$ cat src/ddcs_pkg.sv
// Shared types, constants and helper functions of the display command sequencer.
`timescale 1ns / 1ps
package ddcs_pkg;

  localparam int unsigned ValueWidth = 18;
  localparam int unsigned NumWidth   = 16;
  localparam int unsigned AddrWidth  = 4;
  localparam int unsigned DataWidth  = 8;
  localparam int unsigned StepWidth  = 4;
  localparam int unsigned WidxWidth  = 3;
  localparam int unsigned DigitWidth = 4;
  localparam int unsigned MaxDigit   = 9;

  localparam int unsigned QueueDepth = 2;
  localparam int unsigned OutDepth   = 2;

  localparam logic [ValueWidth-1:0] FreqLimit = 18'd60000;
  localparam logic [ValueWidth-1:0] VoltMax   = 18'd9999;

  localparam logic [DataWidth-1:0] CodeBlank    = 8'h0F;
  localparam logic [DataWidth-1:0] DecodeDigits = 8'hFC;
  localparam logic [DataWidth-1:0] DecodeFreq   = 8'hFE;
  localparam logic [DataWidth-1:0] GlyphM       = 8'h6A;
  localparam logic [DataWidth-1:0] GlyphV       = 8'h3E;
  localparam logic [DataWidth-1:0] GlyphH       = 8'h0C;
  localparam logic [DataWidth-1:0] GlyphZ       = 8'h6D;
  localparam logic [DataWidth-1:0] CodeE        = 8'h0B;
  localparam logic [DataWidth-1:0] CodeR        = 8'h05;

  localparam logic [AddrWidth-1:0] AddrDigit8 = 4'd8;
  localparam logic [AddrWidth-1:0] AddrDigit1 = 4'd1;
  localparam logic [AddrWidth-1:0] AddrDecode = 4'd9;
  localparam logic [AddrWidth-1:0] AddrTop    = 4'd9;

  // Steps of the nine-write sequence.
  localparam logic [StepWidth-1:0] StepBlank8 = 4'd0;
  localparam logic [StepWidth-1:0] StepDecode = 4'd1;
  localparam logic [StepWidth-1:0] StepPos7   = 4'd2;
  localparam logic [StepWidth-1:0] StepPos6   = 4'd3;
  localparam logic [StepWidth-1:0] StepPos5   = 4'd4;
  localparam logic [StepWidth-1:0] StepPos4   = 4'd5;
  localparam logic [StepWidth-1:0] StepPos3   = 4'd6;
  localparam logic [StepWidth-1:0] StepPos2   = 4'd7;
  localparam logic [StepWidth-1:0] StepPos1   = 4'd8;

  typedef enum logic [1:0] {
    KIND_VOLT,
    KIND_FREQ,
    KIND_ERR
  } kind_e;

  typedef struct packed {
    kind_e               kind;
    logic [NumWidth-1:0] value;
  } cmd_t;

  typedef struct packed {
    logic [AddrWidth-1:0] address;
    logic [DataWidth-1:0] data;
    logic                 last;
  } wr_t;

  // k times the decimal weight 10^widx, wide enough for 9 x 10000.
  function automatic logic [NumWidth:0] weight_multiple(logic [WidxWidth-1:0] widx,
                                                        logic [DigitWidth-1:0] k);
    logic [NumWidth:0] base;
    logic [NumWidth:0] prod;
    case (widx)
      3'd0:    base = 17'd1;
      3'd1:    base = 17'd10;
      3'd2:    base = 17'd100;
      3'd3:    base = 17'd1000;
      3'd4:    base = 17'd10000;
      default: base = 17'd0;
    endcase
    prod = base * {{(NumWidth + 1 - DigitWidth){1'b0}}, k};
    return prod;
  endfunction

endpackage

$ cat src/ddcs_front.sv
// Front end: classifies an incoming request and clamps its value for display.
`timescale 1ns / 1ps
module ddcs_front import ddcs_pkg::*; (
  input  logic [ValueWidth-1:0] value_i,
  input  logic                  frequency_mode_i,
  output cmd_t                  cmd_o
);

  always_comb begin
    cmd_o = '0;
    if (!frequency_mode_i) begin
      cmd_o.kind = KIND_VOLT;
      if (value_i > VoltMax) begin
        cmd_o.value = NumWidth'(VoltMax);
      end else begin
        cmd_o.value = value_i[NumWidth-1:0];
      end
    end else if (value_i <= FreqLimit) begin
      cmd_o.kind  = KIND_FREQ;
      cmd_o.value = value_i[NumWidth-1:0];
    end else begin
      cmd_o.kind  = KIND_ERR;
      cmd_o.value = '0;
    end
  end

endmodule

$ cat src/ddcs_cmd_queue.sv
// Short command queue between the front end and the write sequencer.
`timescale 1ns / 1ps
module ddcs_cmd_queue import ddcs_pkg::*; (
  input  logic clk_i,
  input  logic rst_ni,
  input  logic push_i,
  input  cmd_t cmd_i,
  output logic full_o,
  input  logic pop_i,
  output logic valid_o,
  output cmd_t cmd_o
);

  localparam int unsigned PtrWidth = (QueueDepth > 1) ? $clog2(QueueDepth) : 1;
  localparam int unsigned CntWidth = $clog2(QueueDepth + 1);
  localparam logic [PtrWidth-1:0] LastPtr = PtrWidth'(QueueDepth - 1);
  localparam logic [CntWidth-1:0] FullCnt = CntWidth'(QueueDepth);

  cmd_t                mem_q [QueueDepth];
  logic [PtrWidth-1:0] wr_ptr_q, wr_ptr_d;
  logic [PtrWidth-1:0] rd_ptr_q, rd_ptr_d;
  logic [CntWidth-1:0] cnt_q, cnt_d;
  logic                do_push, do_pop;

  assign full_o  = (cnt_q == FullCnt);
  assign valid_o = (cnt_q != '0);
  assign cmd_o   = mem_q[rd_ptr_q];
  assign do_push = push_i && !full_o;
  assign do_pop  = pop_i && valid_o;

  always_comb begin
    wr_ptr_d = wr_ptr_q;
    rd_ptr_d = rd_ptr_q;
    cnt_d    = cnt_q;
    if (do_push) begin
      wr_ptr_d = (wr_ptr_q == LastPtr) ? '0 : wr_ptr_q + 1'b1;
    end
    if (do_pop) begin
      rd_ptr_d = (rd_ptr_q == LastPtr) ? '0 : rd_ptr_q + 1'b1;
    end
    if (do_push && !do_pop) begin
      cnt_d = cnt_q + 1'b1;
    end else if (do_pop && !do_push) begin
      cnt_d = cnt_q - 1'b1;
    end
  end

  always_ff @(posedge clk_i or negedge rst_ni) begin
    if (!rst_ni) begin
      wr_ptr_q <= '0;
      rd_ptr_q <= '0;
      cnt_q    <= '0;
    end else begin
      wr_ptr_q <= wr_ptr_d;
      rd_ptr_q <= rd_ptr_d;
      cnt_q    <= cnt_d;
    end
  end

  always_ff @(posedge clk_i) begin
    if (do_push) begin
      mem_q[wr_ptr_q] <= cmd_i;
    end
  end

endmodule

$ cat src/ddcs_back.sv
// Back end: steps through the nine register writes and buffers them for output.
`timescale 1ns / 1ps
module ddcs_back import ddcs_pkg::*; (
  input  logic                 clk_i,
  input  logic                 rst_ni,
  input  logic                 cmd_valid_i,
  input  cmd_t                 cmd_i,
  output logic                 cmd_pop_o,
  output logic                 empty_o,
  input  logic                 pop_i,
  output logic [AddrWidth-1:0] reg_address_o,
  output logic [DataWidth-1:0] reg_byte_o,
  output logic                 last_o
);

  localparam int unsigned PtrWidth = (OutDepth > 1) ? $clog2(OutDepth) : 1;
  localparam int unsigned CntWidth = $clog2(OutDepth + 1);
  localparam logic [PtrWidth-1:0] LastPtr = PtrWidth'(OutDepth - 1);
  localparam logic [CntWidth-1:0] FullCnt = CntWidth'(OutDepth);

  logic                  busy_q, busy_d;
  kind_e                 kind_q, kind_d;
  logic [NumWidth-1:0]   rem_q, rem_d;
  logic [StepWidth-1:0]  step_q, step_d;

  wr_t                   buf_q [OutDepth];
  logic [PtrWidth-1:0]   wr_ptr_q, wr_ptr_d;
  logic [PtrWidth-1:0]   rd_ptr_q, rd_ptr_d;
  logic [CntWidth-1:0]   cnt_q, cnt_d;

  logic                  emit, done, load, do_pop, digit_step;
  logic [WidxWidth-1:0]  widx;
  logic [NumWidth:0]     mults [MaxDigit+1];
  logic [DigitWidth-1:0] digit;
  logic [NumWidth:0]     sub;
  logic [NumWidth-1:0]   rem_next;
  wr_t                   wr;

  // Decimal digit of the remainder at the current weight: parallel compares.
  always_comb begin
    widx  = WidxWidth'(StepPos3 - step_q);
    digit = '0;
    sub   = '0;
    for (int k = 0; k <= MaxDigit; k++) begin
      mults[k] = weight_multiple(widx, DigitWidth'(k));
    end
    for (int k = 1; k <= MaxDigit; k++) begin
      if ({1'b0, rem_q} >= mults[k]) begin
        digit = DigitWidth'(k);
        sub   = mults[k];
      end
    end
    rem_next = rem_q - sub[NumWidth-1:0];
  end

  // Address and data of the current write.
  always_comb begin
    wr         = '0;
    digit_step = 1'b0;
    if (step_q == StepBlank8) begin
      wr.address = AddrDigit8;
    end else if (step_q == StepDecode) begin
      wr.address = AddrDecode;
    end else begin
      wr.address = AddrWidth'(AddrTop - step_q);
    end
    wr.last = (step_q == StepPos1);
    case (step_q)
      StepBlank8: wr.data = CodeBlank;
      StepDecode: wr.data = (kind_q == KIND_FREQ) ? DecodeFreq : DecodeDigits;
      StepPos7: begin
        wr.data    = (kind_q == KIND_FREQ) ? {{(DataWidth-DigitWidth){1'b0}}, digit}
                                           : CodeBlank;
        digit_step = 1'b1;
      end
      StepPos6, StepPos5, StepPos4: begin
        wr.data    = (kind_q == KIND_ERR) ? CodeBlank
                                          : {{(DataWidth-DigitWidth){1'b0}}, digit};
        digit_step = 1'b1;
      end
      StepPos3: begin
        wr.data    = (kind_q == KIND_ERR) ? CodeE
                                          : {{(DataWidth-DigitWidth){1'b0}}, digit};
        digit_step = 1'b1;
      end
      StepPos2: begin
        case (kind_q)
          KIND_VOLT: wr.data = GlyphM;
          KIND_FREQ: wr.data = GlyphH;
          default:   wr.data = CodeR;
        endcase
      end
      StepPos1: begin
        case (kind_q)
          KIND_VOLT: wr.data = GlyphV;
          KIND_FREQ: wr.data = GlyphZ;
          default:   wr.data = CodeR;
        endcase
      end
      default: wr.data = CodeBlank;
    endcase
  end

  assign emit      = busy_q && (cnt_q != FullCnt);
  assign done      = emit && (step_q == StepPos1);
  assign load      = cmd_valid_i && (!busy_q || done);
  assign cmd_pop_o = load;
  assign empty_o   = (cnt_q == '0);
  assign do_pop    = pop_i && !empty_o;

  assign reg_address_o = buf_q[rd_ptr_q].address;
  assign reg_byte_o    = buf_q[rd_ptr_q].data;
  assign last_o        = buf_q[rd_ptr_q].last;

  always_comb begin
    busy_d   = busy_q;
    kind_d   = kind_q;
    rem_d    = rem_q;
    step_d   = step_q;
    wr_ptr_d = wr_ptr_q;
    rd_ptr_d = rd_ptr_q;
    cnt_d    = cnt_q;
    if (emit) begin
      step_d = step_q + 1'b1;
      if (digit_step) begin
        rem_d = rem_next;
      end
    end
    if (done) begin
      busy_d = 1'b0;
    end
    if (load) begin
      busy_d = 1'b1;
      kind_d = cmd_i.kind;
      rem_d  = cmd_i.value;
      step_d = StepBlank8;
    end
    if (emit) begin
      wr_ptr_d = (wr_ptr_q == LastPtr) ? '0 : wr_ptr_q + 1'b1;
    end
    if (do_pop) begin
      rd_ptr_d = (rd_ptr_q == LastPtr) ? '0 : rd_ptr_q + 1'b1;
    end
    if (emit && !do_pop) begin
      cnt_d = cnt_q + 1'b1;
    end else if (do_pop && !emit) begin
      cnt_d = cnt_q - 1'b1;
    end
  end

  always_ff @(posedge clk_i or negedge rst_ni) begin
    if (!rst_ni) begin
      busy_q   <= 1'b0;
      step_q   <= StepBlank8;
      wr_ptr_q <= '0;
      rd_ptr_q <= '0;
      cnt_q    <= '0;
    end else begin
      busy_q   <= busy_d;
      step_q   <= step_d;
      wr_ptr_q <= wr_ptr_d;
      rd_ptr_q <= rd_ptr_d;
      cnt_q    <= cnt_d;
    end
  end

  always_ff @(posedge clk_i) begin
    kind_q <= kind_d;
    rem_q  <= rem_d;
    if (emit) begin
      buf_q[wr_ptr_q] <= wr;
    end
  end

endmodule

$ cat src/decimal_display_command_sequencer.sv
// Top level of the decimal display command sequencer.
// Requests follow one another at the pace of the write sequencer, which issues
// one register write per cycle into the output buffer while that buffer is not full.
// Reset (asynchronous, active low) empties the command queue and the output buffer.
`timescale 1ns / 1ps
module decimal_display_command_sequencer import ddcs_pkg::*; (
  input  logic                  clk_i,
  input  logic                  rst_ni,
  input  logic                  push,
  output logic                  full,
  input  logic [ValueWidth-1:0] value_i,
  input  logic                  frequency_mode_i,
  output logic                  empty,
  input  logic                  pop,
  output logic [AddrWidth-1:0]  reg_address_o,
  output logic [DataWidth-1:0]  reg_byte_o,
  output logic                  last_o
);

  // The front end decides how a request is to be shown: millivolts, hertz, or
  // the error pattern for a frequency above range. Voltages above the four-digit
  // range are clamped here, so the back end only ever sees printable values.
  cmd_t front_cmd;
  cmd_t queue_cmd;
  logic queue_valid;
  logic queue_pop;

  ddcs_front u_front (
    .value_i          (value_i),
    .frequency_mode_i (frequency_mode_i),
    .cmd_o            (front_cmd)
  );

  // A short queue decouples acceptance from sequencing, so that a new request
  // can be taken while the previous one is still being written out.
  ddcs_cmd_queue u_queue (
    .clk_i   (clk_i),
    .rst_ni  (rst_ni),
    .push_i  (push),
    .cmd_i   (front_cmd),
    .full_o  (full),
    .pop_i   (queue_pop),
    .valid_o (queue_valid),
    .cmd_o   (queue_cmd)
  );

  // The back end walks through the nine writes, extracting one decimal digit
  // per digit write, and picks up the next command in the cycle of the ninth write so
  // that consecutive sequences follow without a gap. Its output buffer keeps
  // the sequencer running while the consumer takes the oldest write.
  ddcs_back u_back (
    .clk_i         (clk_i),
    .rst_ni        (rst_ni),
    .cmd_valid_i   (queue_valid),
    .cmd_i         (queue_cmd),
    .cmd_pop_o     (queue_pop),
    .empty_o       (empty),
    .pop_i         (pop),
    .reg_address_o (reg_address_o),
    .reg_byte_o    (reg_byte_o),
    .last_o        (last_o)
  );

endmodule

$ cat config.mk
export PLATFORM = sky130hd
export DESIGN_NAME = decimal_display_command_sequencer
export DESIGN_NICKNAME = d
export VERILOG_FILES = /design/src/ddcs_pkg.sv /design/src/ddcs_front.sv /design/src/ddcs_cmd_queue.sv /design/src/ddcs_back.sv /design/src/decimal_display_command_sequencer.sv
export SDC_FILE = /design/constraint.sdc
export NUM_CORES = 1
export LEC_CHECK = 0
export BUFFER_PORTS_ARGS = -buffer_cell sky130_fd_sc_hd__clkbuf_2
export CAP_MARGIN = 20
export CORE_AREA = 10 10 175 177
export CTS_BUF_LIST = sky130_fd_sc_hd__clkbuf_2 sky130_fd_sc_hd__clkbuf_4 sky130_fd_sc_hd__clkbuf_8
export CTS_CLUSTER_DIAMETER = 100
export DETAILED_ROUTE_END_ITERATION = 8
export DIE_AREA = 0 0 185 187
export SLEW_MARGIN = 10
export SYNTH_ARGS = -nofsm -noshare
export SYNTH_HDL_FRONTEND = slang
export SYNTH_SLANG_ARGS = --single-unit
$ cat constraint.sdc
create_clock -name clk_i -period 7.5 [get_ports clk_i]
set_input_delay 1.125 -clock clk_i [delete_from_list [all_inputs] [get_ports clk_i]]
set_output_delay 1.125 -clock clk_i [all_outputs]
set_load 0.05 [all_outputs]
==> results of run 1 <==
## how the worst max path moves through the flow
| stage | start | to | cells past startpoint | slack [ns] |
|---|---|---|---|---|
| 2_1_floorplan | u_back.step_q[0] | u_back.rem_q[14] | 34 | 0.001 |
| 3_3_place_gp | u_back.step_q[1] | u_back.rem_q[14] | 36 | 0.11 |
| 3_5_place_dp | u_back.step_q[0] | u_back.rem_q[14] | 36 | -0.006 |
| 4_1_cts | u_back.step_q[1] | u_back.rem_q[15] | 35 | 0.01 |
| 5_1_grt | u_back.step_q[1] | u_back.rem_q[13] | 38 | -0.04 |
| 6_report | u_back.step_q[1] | u_back.rem_q[14] | 37 | 0.31 |
## worst max-delay path: cells and delay by family, from the launching register on
| kind | cells | cell delay, ns |
|---|---|---|
| flip-flops | 1 | 0.41 |
| XOR/XNOR | 2 | 0.36 |
| buffers and inverters | 4 | 0.35 |
| adder cells (fa/ha/maj) | 8 | 2.42 |
| AND/OR/NAND/NOR | 5 | 0.46 |
| AO/OA/AOI/OAI | 17 | 2.82 |
| multiplexers | 1 | 0.09 |
## sequential cells by signal (all words and copies together) (netlist names), 2 cells and up
register / flops
u_back.rem_q: 16
u_back.buf_q: 26
u_back.kind_q: 2
u_queue.cnt_q: 2
u_back.cnt_q: 2
u_queue.mem_q: 36
u_back.step_q: 4
## cell type report
| class | instances | area, um^2 |
|---|---|---|
| clock buffer | 9 | 124 |
| timing repair buffer | 138 | 993 |
| multi-input combinational | 835 | 6620 |
| clock inverter | 7 | 70.1 |
| sequential | 93 | 2730 |
| fill | 2742 | 16100 |
| inverter | 57 | 216 |
| tap | 346 | 433 |
## cell usage in the layout, fill, tap and decap left out, types with 6 or more instances in the layout
| cell type | n |
|---|---|
| ha_1 | 147 |
| clkbuf_2 | 37 |
| nor2b_1 | 18 |
| a21oi_2 | 11 |
| nand2_1 | 70 |
| and3_1 | 11 |
| o21ai_0 | 46 |
| nor4_1 | 8 |
| mux2_2 | 16 |
| clkbuf_8 | 9 |
| buf_4 | 93 |
| nor2_1 | 76 |
| o21a_1 | 10 |
| edfxtp_1 | 80 |
| a221oi_1 | 7 |
| a21o_1 | 32 |
| nand4_1 | 12 |
| o21ai_1 | 7 |
| xor2_1 | 18 |
| a2111oi_0 | 6 |
| a22o_1 | 6 |
| fa_1 | 6 |
| a21oi_1 | 70 |
| a211o_1 | 9 |
| and2_1 | 10 |
| inv_2 | 6 |
| a31oi_1 | 9 |
| inv_1 | 48 |
| nand3_1 | 18 |
| dfrtp_1 | 13 |
| a211oi_1 | 16 |
| mux2i_1 | 16 |
| xnor2_1 | 25 |
| nor3_1 | 18 |
| nand2b_1 | 6 |
## metal layers
metal | track usage | share of wire | vias up
met2 | 0.268 | 0.46 | 298
li1 | - | - | 4084
met4 | 0.0550 | 0.030 | 0
met5 | 0 | 0 | -
met3 | 0.0212 | 0.061 | 48
met1 | 0.232 | 0.45 | 4040
## logic make-up after synthesis
logic type,after synthesis,synth area share
fa+ha+maj,163,0.223
buf+inv,88,0.0359
other cells,1,0.000399
mux,32,0.0362
compound gates,301,0.219
flops,93,0.290
xor+xnor,44,0.0410
simple gates,291,0.155
## through the flow
step	hold WS, ns	setup slack, ns
floorplan	0.461	0.00119
global placement	0.478	0.107
detailed placement	0.484	-0.00561
CTS	0.500	0.0111
global route	0.525	-0.0368
finish	0.501	0.311
## what timing repair did
action                     CTS  global route
gates cloned                 0             1
gates resized for setup      2            58
setup buffers                0            16
setup endpoints to repair    1             9
pin swaps                    0            19
==> flow_metrics.env, run 1 <==
export IMPL_final_cell_area_mm2=0.0112
export IMPL_synth_seq_cells=93
export IMPL_post_synth_top_count_cell="ha_1"
export IMPL_slowest_stage="fa_1"
export IMPL_hpwlAfterDp_mm=23.3
export IMPL_row_count=61
export IMPL_cts_num_sinks=93
export IMPL_avgViaCountPerCell=5.70
export IMPL_synth_top_area_frac=0.256
export IMPL_cts_tree="done"
export IMPL_startpoint_type="flop"
export IMPL_yosysWarnings=0
export IMPL_critPathKind="reg -> reg"
export IMPL_cts_hold_buf=0
export IMPL_setup_viol_count_final=0
export IMPL_grt_pass1_vias=8022
export IMPL_cp_arrival_ns=7.32
export IMPL_dieHeight_um=187
export IMPL_crit_fanout=4
export IMPL_hp_start="u_back.wr_ptr_q"
export IMPL_max_freq_ghz=0.139
export IMPL_htreeDepth=3
export IMPL_tns_ns=0
export IMPL_synth_common_cells="ha_1, a21oi_1, edfxtp_1, nor2_1, nand2_1"
export IMPL_worst_pin_slew_ns=1.04
export IMPL_ant_nets=0
export IMPL_synth_edf_count=80
export IMPL_fin_cells=1485
export IMPL_synth_top_cell_by_area="edfxtp_1"
export IMPL_cts_buffers=9
export IMPL_finClkSkew_ns=0.0154
export IMPL_via_count=8470
export IMPL_worstPathRequired_ns=7.63
export IMPL_worstRegToRegCells=37
export IMPL_drcViolationCount=0
export IMPL_grt_first_pass_wirelength_mm=46.1
export IMPL_drt_total_wl_mm=30.1
export IMPL_drive_above_1_share=0.213
export IMPL_initial_core_util=0.344
export IMPL_antenna_found_initial=0
export IMPL_track_usage=0.169
export IMPL_timing_final_crit_period_ns=7.19
export IMPL_clk_path_buf_depth=2
export IMPL_r2r_end="u_back.rem_q[14]"
export IMPL_crit_top_cell="a21oi_2"
export IMPL_portBuffers=37
export IMPL_syn_avg_cell_area_um2=9.28
export IMPL_clk_pin_slew_worst_paths_ns=0.10
export IMPL_cpPeakStageDelay_ns=0.55
export IMPL_placed_cells=1452
export IMPL_syn_inst=1013
export IMPL_status="finished clean"
export IMPL_dr_first_iter_drc_count=682
export IMPL_cp_end_kind="flop"
export IMPL_postLayoutCoreUtil=0.409
export IMPL_synthDistinctLibCells=82
export IMPL_worst_hold_path_type="reg -> reg"
export IMPL_io_pins=38
export IMPL_area_delta_synth_final_pct=19.0
export IMPL_root_buffer="clkbuf_8"
export IMPL_max_cap_viol_count=0
export IMPL_whs_path_depth=1
export IMPL_overflow=0
export IMPL_grt_max_degree=27
export IMPL_netlist_area_mm2=0.00940
export IMPL_synth_seq_area_share=0.290
export IMPL_yosys_top_cells_area="edfxtp_1, ha_1, a21oi_1"
export IMPL_dieArea_mm2=0.0346
export IMPL_postPlaceCellArea_mm2=0.0106
export IMPL_first_pass_iters=5
export IMPL_finalHoldViolCount=0
export IMPL_ys_flop_type="edfxtp_1"
export IMPL_place_congestion=1.01
export IMPL_slew_headroom=0.306
export IMPL_chipWidth_um=185
export IMPL_r2r_slack_ns=0.31
export IMPL_clock_latency_ns=0.38
export IMPL_wl_per_cell_um=20.3
export IMPL_reg2reg_from="u_back.step_q[1]"
export IMPL_coreArea_mm2=0.0273
export IMPL_finalMaxSlewViolations=0
export IMPL_n_antenna_cell=0
export IMPL_holdPathEnd="u_back.wr_ptr_q"
export IMPL_async_reset_ff_frac=0.140
export IMPL_final_nets=1320
export IMPL_finalCritPeriodShare=0.959
Power of run 1 is left out: the tool's default activity adds up to more than one toggle a clock period on the data nets, which glitch-free logic cannot reach.
==> run 2: changes to the inputs <==
- clock period: 7.5 -> 6.9 ns (I/O delays scaled with it)
==> run 2 against run 1 <==
Compared with the run above: the flow now finishes with violations (negative setup slack); clock skew is 0.0063 ns lower; via count up 5.4%; non-clock buffer count is 99 higher; critical path depth up 1; cell area rose by 10%; sequential cell count unchanged; register-to-register slack worse by 0.36 ns; highest routed layer unchanged; routed wire length grew 7.2%; worst hold slack worse by 0.0060 ns; final cell count is 6.7% higher; die area is the same; global-route usage increased by 1.6 points.
==> flow_metrics.env, run 2 (synthesis gave the netlist of run 1 again) <==
export IMPL_overflow=0
export IMPL_grt_max_degree=27
export IMPL_final_nets=1419
export IMPL_nFillCells=2653
export IMPL_fin_ws_ns=-0.0457
export IMPL_clock_latency_ns=0.37
export IMPL_critPathKind="reg -> reg"
export IMPL_violations="negative setup slack"
export IMPL_htreeDepth=3
export IMPL_cts_num_sinks=93
export IMPL_max_cap_viol_count=0
export IMPL_grt_pass1_vias=8871
export IMPL_clk_path_buf_depth=2
export IMPL_dieHeight_um=187
export IMPL_worst_pin_slew_ns=0.977
export IMPL_max_freq_ghz=0.144
export IMPL_startpoint_type="flop"
export IMPL_status="finished, violations left"
export IMPL_finalHoldViolCount=0
export IMPL_hpwlAfterDp_mm=25.2
export IMPL_clk_pin_slew_worst_paths_ns=0.10
export IMPL_wl_per_cell_um=20.4
export IMPL_portBuffers=37
export IMPL_first_pass_iters=5
export IMPL_seqCellArea_mm2=0.00273
export IMPL_row_count=61
export IMPL_drive_above_1_share=0.306
export IMPL_worst_hold_path_type="reg -> reg"
export IMPL_drcViolationCount=0
export IMPL_fin_cells=1585
export IMPL_area_delta_synth_final_pct=31.2
export IMPL_finalMaxSlewViolations=0
export IMPL_grt_first_pass_wirelength_mm=50.3
export IMPL_ant_nets=0
export IMPL_placed_cells=1526
export IMPL_mostFrequentLayoutCells="buf_4, ha_1, edfxtp_1"
export IMPL_chipWidth_um=185
export IMPL_cp_end_kind="flop"
export IMPL_cts_buffers=9
export IMPL_worstPathRequired_ns=7.00
export IMPL_final_common_cell="buf_4"
export IMPL_reg_top3="u_queue.mem_q: 36 flops, u_back.buf_q: 26 flops, u_back.rem_q: 16 flops"
export IMPL_cpPeakStageDelay_ns=0.57
export IMPL_coreArea_mm2=0.0273
export IMPL_slew_headroom=0.348
export IMPL_dieArea_mm2=0.0346
export IMPL_rsz0062_at_grt="yes"
export IMPL_hold_ws_ns=0.495
export IMPL_via_count=8930
export IMPL_timing_final_crit_period_ns=6.95
export IMPL_largest_reg_flops=36
export IMPL_postLayoutCoreUtil=0.451
export IMPL_finalCritPeriodShare=1.01
export IMPL_root_buffer="clkbuf_8"
export IMPL_crit_fanout=6
export IMPL_slowest_stage="fa_1"
export IMPL_setup_viol_count_final=3
export IMPL_dr_first_iter_drc_count=658
export IMPL_regMostFlops="u_queue.mem_q"
export IMPL_avgViaCountPerCell=5.63
export IMPL_cts_hold_buf=0
export IMPL_drt_total_wl_mm=32.3
export IMPL_cts_tree="done"
export IMPL_finClkSkew_ns=0.00913
export IMPL_io_pins=38
export IMPL_place_congestion=0.975
export IMPL_antenna_found_initial=0
export IMPL_cp_arrival_ns=7.05
export IMPL_track_usage=0.185
export IMPL_initial_core_util=0.344
export IMPL_multi_input_area_mm2=0.00693
## run 2: cell types whose count changed in the layout (fill, tap and decap cells not counted), moves of 4 or more
cell / previous run / this run
a21oi_2: 11 / 18
o21ai_1: 7 / 11
a21oi_1: 70 / 63
ha_1: 147 / 139
buf_4: 93 / 184
ha_4: 5 / 15
buf_6: 4 / 12
o21ai_0: 46 / 41
## run 2: final timing paths
| kind | startpoint | end | slack (ns) | cells past startpoint |
|---|---|---|---|---|
| max in group asynchronous | rst_ni | u_back.step_q[0] | 6.08 | 1 |
| min reg2reg | u_queue.wr_ptr_q | u_queue.wr_ptr_q | 0.50 | 1 |
| min | u_queue.wr_ptr_q | u_queue.wr_ptr_q | 0.50 | 1 |
| max | u_back.step_q[1] | u_back.rem_q[13] | -0.05 | 38 |
| min in group asynchronous | rst_ni | u_queue.cnt_q[1] | 0.55 | 1 |
| max reg2reg | u_back.step_q[1] | u_back.rem_q[13] | -0.05 | 38 |
## run 2: area by class of cell
type,count,area share
clock inverter,6,0.00812
antenna,1,0.000203
clock buffer,10,0.0107
multi-input combinational,835,0.562
timing repair buffer,237,0.144
tap,346,0.0351
inverter,57,0.0186
sequential,93,0.221
## run 2: metal layers
layer | vias up | routed length [um] | GRT usage
li1 | 4278 | - | -
met1 | 4263 | 14700 | 0.251
met2 | 320 | 14300 | 0.291
met3 | 69 | 2030 | 0.0254
met4 | 0 | 1290 | 0.0716
met5 | - | 0 | 0
## run 2: repair_timing
| item | CTS | global route |
|---|---|---|
| setup buffers | 33 | 10 |
| gates resized for setup | 66 | 43 |
| setup endpoints to repair | 12 | 12 |
| pin swaps | 63 | 69 |
| cloned | 1 | 0 |
| hold endpoints to repair | 0 | 0 |
## run 2: stage by stage
| step | worst slack [ns] | instance area (um^2) | setup TNS [ns] |
|---|---|---|---|
| after global placement | -0.311 | 11300 | -1.54 |
| after global routing | -0.400 | 12300 | -2.42 |
| after CTS | 0.000813 | 12000 | 0 |
| after detailed placement | -0.389 | 11300 | -2.17 |
| after floorplan | -0.00413 | 9580 | -0.00413 |
| final | -0.0457 | 12300 | -0.0870 |
## run 2: worst max-delay path, delay by kind of cell, from the launching register on
family                   cells  cell delay (ns)
AO/OA/AOI/OAI               14             2.05
adder cells (fa/ha/maj)      6             1.69
AND/OR/NAND/NOR              9             1.28
buffers and inverters        7             0.91
flip-flops                   1             0.45
XOR/XNOR                     2             0.27
Power of run 2 is left out for the same reason.
==> run 3: changes to the inputs <==
- CORE_AREA: 10 10 175 177 -> 8 8 173 175
- DIE_AREA: 0 0 185 187 -> 0 0 181 183
- clock period: 6.9 -> 6.6 ns (I/O delays scaled with it)
==> run 3 against run 2 <==
Compared with the run above: critical path depth fell by 4; routed wire length fell by 2.5%; sequential cell count did not move; register-to-register slack got worse by 0.27 ns; core utilization rose by 0.92 points; first-iteration DRC count rose by 19%; the run still ends with negative setup slack left.
==> flow_metrics.env, run 3 (synthesis gave the netlist of run 1 again) <==
export IMPL_dieHeight_um=183
export IMPL_drcViolationCount=0
export IMPL_worst_hold_path_type="in -> async"
export IMPL_n_antenna_cell=0
export IMPL_slowest_stage="fa_1"
export IMPL_final_nets=1448
export IMPL_area_delta_synth_final_pct=33.9
export IMPL_cts_buffers=9
export IMPL_startpoint_type="flop"
export IMPL_root_buffer="clkbuf_8"
export IMPL_grt_max_degree=27
export IMPL_wl_per_cell_um=19.5
export IMPL_first_pass_iters=6
export IMPL_cts_num_sinks=93
export IMPL_worst_pin_slew_ns=1.01
export IMPL_drt_total_wl_mm=31.5
export IMPL_initial_core_util=0.344
export IMPL_dr_first_iter_drc_count=786
export IMPL_clk_path_buf_depth=2
export IMPL_finalMaxSlewViolations=0
export IMPL_clk_pin_slew_worst_paths_ns=0.10
export IMPL_max_cap_viol_count=0
export IMPL_drive_above_1_share=0.329
export IMPL_final_common_cell="buf_4"
export IMPL_dp_slack_ns=-0.582
export IMPL_cp_end_kind="flop"
export IMPL_overflow=0
export IMPL_portBuffers=37
export IMPL_hold_ws_ns=0.499
export IMPL_critPathKind="reg -> reg"
export IMPL_slew_headroom=0.329
export IMPL_finalCritPeriodShare=1.05
export IMPL_finClkSkew_ns=0.0161
export IMPL_status="finished, violations left"
export IMPL_row_count=61
export IMPL_finalHoldViolCount=0
export IMPL_crit_fanout=6
export IMPL_timing_final_crit_period_ns=6.92
export IMPL_cpPeakStageDelay_ns=0.55
export IMPL_setup_viol_count_final=8
export IMPL_htreeDepth=3
export IMPL_place_congestion=1.01
export IMPL_cp_arrival_ns=7.05
export IMPL_grt_pass1_vias=8803
export IMPL_reg_top3="u_queue.mem_q: 36 flops, u_back.buf_q: 26 flops, u_back.rem_q: 16 flops"
export IMPL_antenna_found_initial=0
export IMPL_avgViaCountPerCell=5.56
export IMPL_io_pins=38
export IMPL_largest_reg_flops=36
export IMPL_hpwlAfterDp_mm=24.3
export IMPL_chipWidth_um=181
export IMPL_grt_first_pass_wirelength_mm=48.3
export IMPL_rsz0062_at_grt="yes"
export IMPL_dieArea_mm2=0.0331
export IMPL_crit_top_cell="a21oi_2"
export IMPL_track_usage=0.184
export IMPL_fin_ws_ns=-0.317
export IMPL_regMostFlops="u_queue.mem_q"
export IMPL_nFillCells=2588
export IMPL_max_freq_ghz=0.145
export IMPL_clock_latency_ns=0.37
export IMPL_tns_ns=-1.52
export IMPL_mostFrequentLayoutCells="buf_4, ha_1, edfxtp_1"
export IMPL_ant_nets=0
export IMPL_coreArea_mm2=0.0273
export IMPL_violations="negative setup slack"
export IMPL_via_count=8976
export IMPL_worstPathRequired_ns=6.73
export IMPL_cts_tree="done"
run 3: cell types whose count changed in the layout (fill, tap and decap cells not counted), moves of 3 or more:
cell | before | now
buf_4 | 184 | 214
ha_1 | 139 | 135
a2111oi_1 | 3 | 0
o21ai_0 | 41 | 38
o21ai_1 | 11 | 14
run 3: layout make-up:
type | count | area [um^2] | share of cell area
Clock buffer | 9 | 124 | 0.00984
Clock inverter | 7 | 81.3 | 0.00646
Inverter | 57 | 231 | 0.0184
Multi-Input combinational cell | 834 | 6960 | 0.553
Sequential cell | 93 | 2730 | 0.217
Tap cell | 346 | 433 | 0.0344
Timing Repair Buffer | 267 | 2020 | 0.161
run 3: final timing paths:
kind / from / end / slack [ns] / cells past startpoint
max: u_back.step_q[1] / u_back.rem_q[14] / -0.32 / 34
min: rst_ni / u_queue.wr_ptr_q / 0.50 / 1
max reg2reg: u_back.step_q[1] / u_back.rem_q[14] / -0.32 / 34
min reg2reg: u_queue.wr_ptr_q / u_queue.wr_ptr_q / 0.50 / 1
max in group asynchronous: rst_ni / u_back.step_q[1] / 5.83 / 1
min in group clk_i: u_queue.wr_ptr_q / u_queue.wr_ptr_q / 0.50 / 1
run 3: metal layers:
layer	vias up	track usage	part of all wire	wire, um
li1	4340	-	-	-
met1	4233	0.235	0.44	13800
met2	314	0.300	0.46	14300
met3	89	0.0338	0.062	1970
met4	0	0.0836	0.043	1370
met5	-	0	0	0
run 3: timing repair:
action                                  4_1_cts  5_1_grt
hold buffers                                  0        0
cloned                                        1        0
pin swaps                                    83       34
resized for setup                            74       39
buffers inserted                             37       12
endpoints found under the setup margin       12       12
run 3: stage by stage:
stage          instances  area [um^2]  utilization
4_1_cts             1601        12300        0.451
3_3_place_gp        1548        11500        0.420
3_5_place_dp        1548        11500        0.420
5_1_grt             1613        12600        0.461
6_report            1613        12600        0.461
2_1_floorplan       1015         9640            -
run 3: worst max-delay path: cells and delay by family (launching register included):
| kind | cells | cell delay [ns] |
|---|---|---|
| AO/OA/AOI/OAI | 15 | 2.71 |
| adder cells (fa/ha/maj) | 7 | 1.99 |
| AND/OR/NAND/NOR | 5 | 0.62 |
| buffers and inverters | 4 | 0.45 |
| flip-flops | 1 | 0.44 |
| XOR/XNOR | 2 | 0.37 |
| multiplexers | 1 | 0.09 |
Power of run 3 is left out for the same reason.
